File: src/fcht_pkg.sv
// Shared types and constants of the frequency count table.
// No dependencies; imported by fcht_cell and frequency_count_hash_table_unit.
package fcht_pkg;

    // Pool size: one cell per pool entry.
    localparam int POOL_ENTRIES = 64;

    // Field widths fixed by the interface.
    localparam int KEY_W   = 32;
    localparam int COUNT_W = 16;

    localparam logic [COUNT_W-1:0] COUNT_MAX = {COUNT_W{1'b1}};
    localparam logic [COUNT_W-1:0] COUNT_ONE = COUNT_W'(1);

    // Lookup word that travels down the row of cells.
    typedef struct packed {
        logic               valid;    // stage holds a word
        logic               done;     // a cell already hit or claimed an entry
        logic [KEY_W-1:0]   key;
        logic [COUNT_W-1:0] count;
        logic               was_new;
    } fcht_tok_t;

endpackage

File: src/fcht_cell.sv
// One pool entry of the frequency count table plus one stage of the lookup row.
// Depends on fcht_pkg.
module fcht_cell (
    input  logic              aclk,
    input  logic              aresetn,
    input  logic              advance,
    input  fcht_pkg::fcht_tok_t tok_i,
    output fcht_pkg::fcht_tok_t tok_o
);
    import fcht_pkg::*;

    fcht_tok_t          tok_reg;
    fcht_tok_t          tok_next;
    logic               entry_valid_reg;
    logic               entry_valid_next;
    logic [KEY_W-1:0]   entry_key_reg;
    logic [KEY_W-1:0]   entry_key_next;
    logic [COUNT_W-1:0] entry_count_reg;
    logic [COUNT_W-1:0] entry_count_next;
    logic               live;
    logic               hit;
    logic               claim;

    // Match the passing word against this entry, or claim the entry if free.
    // Entries fill in order, so the first free cell is the next pool entry.
    always_comb begin
        tok_next         = tok_i;
        entry_valid_next = entry_valid_reg;
        entry_key_next   = entry_key_reg;
        entry_count_next = entry_count_reg;
        live             = tok_i.valid && !tok_i.done;
        hit              = live && entry_valid_reg && (entry_key_reg == tok_i.key);
        claim            = live && !entry_valid_reg;
        if (hit) begin
            // saturate at the top of the count range
            if (entry_count_reg != COUNT_MAX) begin
                entry_count_next = entry_count_reg + COUNT_ONE;
            end
            tok_next.done    = 1'b1;
            tok_next.count   = entry_count_next;
            tok_next.was_new = 1'b0;
        end else if (claim) begin
            entry_valid_next = 1'b1;
            entry_key_next   = tok_i.key;
            entry_count_next = COUNT_ONE;
            tok_next.done    = 1'b1;
            tok_next.count   = COUNT_ONE;
            tok_next.was_new = 1'b1;
        end
    end

    // Control state: stage word and entry valid bit.
    always_ff @(posedge aclk) begin
        if (!aresetn) begin
            tok_reg         <= '0;
            entry_valid_reg <= 1'b0;
        end else if (advance) begin
            tok_reg         <= tok_next;
            entry_valid_reg <= entry_valid_next;
        end
    end

    // Entry payload: undefined until claimed.
    always_ff @(posedge aclk) begin
        if (advance) begin
            entry_key_reg   <= entry_key_next;
            entry_count_reg <= entry_count_next;
        end
    end

    assign tok_o = tok_reg;

`ifndef ASSERT_OFF
    // A claimed entry is never released.
    a_entry_sticky: assert property (@(posedge aclk) disable iff (!aresetn)
        entry_valid_reg |=> entry_valid_reg)
        else $error("fcht_cell: entry valid bit dropped");

    // Nothing moves while the row is stalled.
    a_stall_hold: assert property (@(posedge aclk) disable iff (!aresetn)
        !advance |=> $stable(entry_valid_reg) && $stable(tok_reg.valid)
                     && $stable(tok_reg.done))
        else $error("fcht_cell: state changed during stall");

    // A resolved word never reports a zero count.
    a_done_count: assert property (@(posedge aclk) disable iff (!aresetn)
        tok_reg.valid && tok_reg.done |-> tok_reg.count != '0)
        else $error("fcht_cell: resolved word with zero count");

    // A freshly stored key starts at one.
    a_new_one: assert property (@(posedge aclk) disable iff (!aresetn)
        tok_reg.valid && tok_reg.done && tok_reg.was_new |-> tok_reg.count == COUNT_ONE)
        else $error("fcht_cell: new entry count not one");
`endif

endmodule

File: config.mk
export PLATFORM = sky130hd
export DESIGN_NAME = fcht_cell
export DESIGN_NICKNAME = d
export VERILOG_FILES = /design/src/fcht_pkg.sv /design/src/fcht_cell.sv
export SDC_FILE = /design/constraint.sdc
export NUM_CORES = 1
export LEC_CHECK = 0
export BUFFER_PORTS_ARGS = -buffer_cell sky130_fd_sc_hd__buf_2
export CORE_ASPECT_RATIO = 0.5
export CORE_MARGIN = 2
export CORE_UTILIZATION = 45
export DETAILED_ROUTE_END_ITERATION = 10
export PLACE_DENSITY = 0.69
export SLEW_MARGIN = 20
export SYNTH_ARGS = -nofsm -noshare
export SYNTH_HDL_FRONTEND = slang
export SYNTH_SLANG_ARGS = --single-unit
File: constraint.sdc
create_clock -name aclk -period 3.9 [get_ports aclk]
set_input_delay 0.39 -clock aclk [delete_from_list [all_inputs] [get_ports aclk]]
set_output_delay 0.39 -clock aclk [all_outputs]
set_load 0.01 [all_outputs]
## After elaboration in Yosys (flattened, before gate mapping)

Cells that the tools add are included.

| operators by class | value |
|---|---|
| multiplexer cells | 7 |
| $add $sub $neg | 1 |
| reductions and logical operators | 9 |
| equal/unequal tests | 2 |
| bitwise gates (word level) | 1 |

Operator list:

| operator | count |
|---|---|
| $mux 16 | 3 |
| $mux 17 | 2 |
| $eq 32x32->1 | 1 |
| $add 16x1->16 const B | 1 |
| $ne 16x16->1 const B | 1 |
| $logic_and 1x1->1 | 4 |
| $reduce_and 3->1 | 1 |
| $logic_not 1->1 | 2 |
| $mux 1 | 2 |
| $reduce_and 2->1 | 1 |
| $reduce_bool 2->1 | 1 |
| $not 1->1 | 1 |

| word-level totals | value |
|---|---|
| bits of input ports | 54 |
| bits in registers | 100 |

## Longest topological paths before layout

| depth | value |
|---|---|
| depth after elaboration | 6 |
| mapped depth | 8 |

## Worst setup path after synthesis

OpenSTA, ideal clock, no wires.

| timing path | value |
|---|---|
| path type | input port to flip-flop |
| start point | in tok_i[49] (netlist name) |
| end point | reg entry_key_reg[0], enable pin |
| stages on the path | 3 |
| data required time | 3477 ps |
| setup slack | 1088 ps |
| data arrival time | 2389 ps |
| setup time | 423 ps |
| cells stage by stage | or3b_2 clkbuf_1 nor2_1 |

| on the way | value |
|---|---|
| cells in the longest elaborated chain, start to end | 6 |
| elaborated cells on any way between the ends | 7 |

Ends and longest elaborated chain:

| element | line | RTL |
|---|---|---|
| start: declaration | fcht_cell.sv:7 | `input fcht_pkg::fcht_tok_t tok_i,` |
| $logic_not 1->1 * | fcht_cell.sv:31 | `live = tok_i.valid && !tok_i.done;` |
| $logic_and 1x1->1 * | fcht_cell.sv:31 |  |
| $logic_and 1x1->1 (2 in series) | fcht_cell.sv:32 | `hit = live && entry_valid_reg && (entry_key_reg == tok_i.key);` |
| $not 1->1 (no source line) | - |  |
| $reduce_and 3->1 (no source line) * | - |  |
| end signal: assignment | fcht_cell.sv:66 | `entry_key_reg <= entry_key_next;` |
| end: declaration | fcht_cell.sv:16 | `logic [KEY_W-1:0] entry_key_reg;` |

Every way passes the cells marked *; elsewhere a longest branch is shown, timed or not.
A chain may end at the register's enable or synchronous reset.

## Final worst setup path

| timing path | value |
|---|---|
| start point | reg entry_key_reg[7] |
| end point | reg tok_reg (netlist bit tok_o[13]) |

| on the way | value |
|---|---|
| cells in the longest elaborated chain, start to end | 3 |

Ends and longest elaborated chain:

| element | line | RTL |
|---|---|---|
| $eq 32x32->1 | fcht_cell.sv:32 |  |
| $logic_and 1x1->1 | fcht_cell.sv:32 |  |
| $mux 17 | fcht_cell.sv:34 | `if (hit) begin` |
| end signal: assignment | fcht_cell.sv:58 | `tok_reg <= tok_next;` |
| end: declaration | fcht_cell.sv:12 | `fcht_tok_t tok_reg;` |

No other way between the ends.

==> results.md <==
* Status: completed
* CTS max path bufs at 2
* Worst clock skew at 9.256 ps
* Min Tclk post-route at 2355 ps
* Clock power frac at 39.9%
* Syn Nets at 430
* Leakage at 2.172 nW
* Drt first pass iters at 4
* Die Width at 143.0 um
* Wire per inst at 14.34 um
* YS warnings at 0
* Setup crit end kind: register
* Sequential share of power at 50.8%
* Clk slew on worst S/H paths at 70 ps
* Starting density of the core at 46.15%
* Sequential share of the synthesized area at 57.13%
* Period utilization at 60.39%
* Area contributors post-synth: edfxtp_1 33%, dfxtp_1 24%, mux2i_1 9.4%
* Antenna diode count at 0
* Sw Share at 22.53%
* Cells after Synth at 375
* Final setup fails at 0
* Post-Syn Area at 0.004345 mm^2
* Relative slew slack at 36.50%
* Maximum number of pins on one net before global-route repair at 56
* Setup CP Type: reg2reg
* Global-route wire length before repair at 14.25 mm
* Initial antenna violation count at 0
* Nets@finish at 529
* Pwr Density at 435.5 mW/mm^2
* Routed Antenna Nets at 0
* Combinational power share at 9.4%
* Gpl congestion at 0.8432
* Clock latency on the worst-skew pair at 340 ps
* FMAX at 424.6 MHz
* RSZ-0062 raised after global routing: no
* HPWL after detailed placement at 6.252 mm
* IO Count at 105
* Measured slew at the worst slew-check pin at 950.2 ps
* WL final at 8.806 mm
* Synth area leader: edfxtp_1
* Top cell type's share of synthesized area at 33.17%
* Placement Cell Area at 0.004981 mm^2
* Core area at 0.009415 mm^2
* Post-CTS Hold Fix Bufs at 0
* Max VDD drop at 229.5 uV
* Final Max Tran Viols at 0
* Synth Register Bits at 100
* TritonCTS clock tree: yes
* Vias/cell at 5.013
* Psw at 519.6 uW
* Max_cap viols at 0
* Share of cells above drive strength 1 at 26.72%
* Min-delay worst type: in2reg
* Startpoint Class: register
* Clk root buf: clkbuf_16
* Required time worst endpoint at 4160 ps
* Max reg flops at 51
* Drt drc at 0
* Post-CTS setup buffers at 0
* Core Util, Final at 56.24%
* Clock buffer count from CTS at 9
* Initial DRC Count at 191
* Port Buffers at 104
* Synth cell types at 41
* CTS Sinks at 100
* Overall die area at 0.01051 mm^2
* Critical path arrival at 2610 ps
* Hold Vio Cnt, Final at 0
* Internal at 1.786 mW
* GRT Overall Usage at 17.58%
* Number of core rows at 25
* GR Overflow Total at 0
* TNS Setup at 0 ps
* Critical Path Fanout Max at 19
* Die Ht at 73.49 um
* Post-CTS resize count at 0
* Syn Area/Cell at 11.59 um^2
* Vias in the first global route at 2789
* Design area at 0.005295 mm^2
* Area Overhead vs Synth at 21.85%
* H-tree Lvls at 3
* Vias at 3078
-- cells in the mapped netlist --
cell	n
a21oi_1	13
a22o_1	5
a31oi_1	5
a32o_1	1
and2_1	3
and3_1	5
and4_1	2
buf_1	1
buf_2	4
buf_6	1
clkbuf_1	13
dfxtp_1	52
edfxtp_1	48
ha_1	1
inv_1	5
mux2_1	1
mux2i_1	41
nand2_1	13
nand2_2	1
nand2b_1	2
nand3_1	20
nand4_1	12
nand4b_1	1
nor2_1	13
nor2_2	1
nor2b_1	34
nor3_1	2
nor3b_1	1
nor4_1	3
nor4_2	2
o211ai_1	4
o21a_1	5
o21ai_0	13
o21ai_1	2
o221a_1	1
o31ai_1	1
or2_1	2
or3_1	2
or3b_2	1
xnor2_1	33
xor2_1	5
-- cell type report --
class	count	area, um^2
Fill cell	822	4120
Sequential cell	100	2482
Multi-Input combinational cell	251	1768
Timing Repair Buffer	107	543.0
Clock buffer	12	256.5
Tap cell	135	168.9
Clock inverter	4	57.56
Inverter	5	18.77
-- final timing paths --
path                     from                 to  slack [ps]  cells after the start
min                 tok_i[46]  entry_key_reg[29]         270                      1
max reg2reg  entry_key_reg[7]          tok_o[13]        1540                      7
min reg2reg         tok_o[10]          tok_o[10]         480                      1
max          entry_key_reg[7]          tok_o[13]        1540                      7
-- metrics by stage --
step                hold slack, ps  power [mW]  instances  setup slack [ps]
floorplan                    477.7       1.317        375              1088
global placement             457.9       1.410        598              1529
detailed placement           465.4       1.413        598              1433
CTS                          257.0       2.328        614              1529
global route                 254.9       2.397        614              1318
finish                       265.4       2.306        614              1545
-- worst max-delay path, stage by stage (launching register included) --
cell and delay [ps]:
edfxtp_1 390, xnor2_1 150, nand4_1 140, nor4_2 380, nand3_1 430, buf_4 350, or2_1 250, a31oi_1 170
-- placed cells by master, fill, tap and decap left out, drive strengths merged, types with 2 or more instances in the layout --
| master | count |
|---|---|
| a21oi | 13 |
| a22o | 5 |
| a31oi | 5 |
| and2 | 3 |
| and3 | 5 |
| and4 | 2 |
| buf | 107 |
| clkbuf | 12 |
| dfxtp | 52 |
| edfxtp | 48 |
| inv | 6 |
| mux2i | 41 |
| nand2 | 14 |
| nand2b | 2 |
| nand3 | 20 |
| nand4 | 12 |
| nor2 | 14 |
| nor2b | 34 |
| nor3 | 2 |
| nor4 | 5 |
| o211ai | 4 |
| o21a | 5 |
| o21ai | 15 |
| or2 | 2 |
| or3 | 2 |
| xnor2 | 33 |
| xor2 | 5 |
-- power by group through the flow --
stage | Sequential [mW] | Clock [mW] | Combinational [mW]
2_1_floorplan | 1.21 | 0 | 0.110
3_3_place_gp | 1.19 | 0 | 0.217
3_5_place_dp | 1.19 | 0 | 0.220
4_1_cts | 1.17 | 0.937 | 0.220
5_1_grt | 1.18 | 0.980 | 0.241
6_report | 1.17 | 0.919 | 0.216
-- cells by family after synthesis --
kind of cell,share of synthesized area (%)
AND/OR/NAND/NOR,15.69
flip-flops,57.13
AO/OA/AOI/OAI,7.170
multiplexers,9.703
XOR/XNOR,7.659
buffers and inverters,2.361
adder cells (fa/ha/maj),0.2879
-- layer usage --
metal	global-route usage [%]	wire length [um]
met1	24.20	4258
met2	27.96	4100
met3	4.694	382
met4	4.290	65
met5	0	0
No activity file was read; power rests on OpenSTA's default activity.
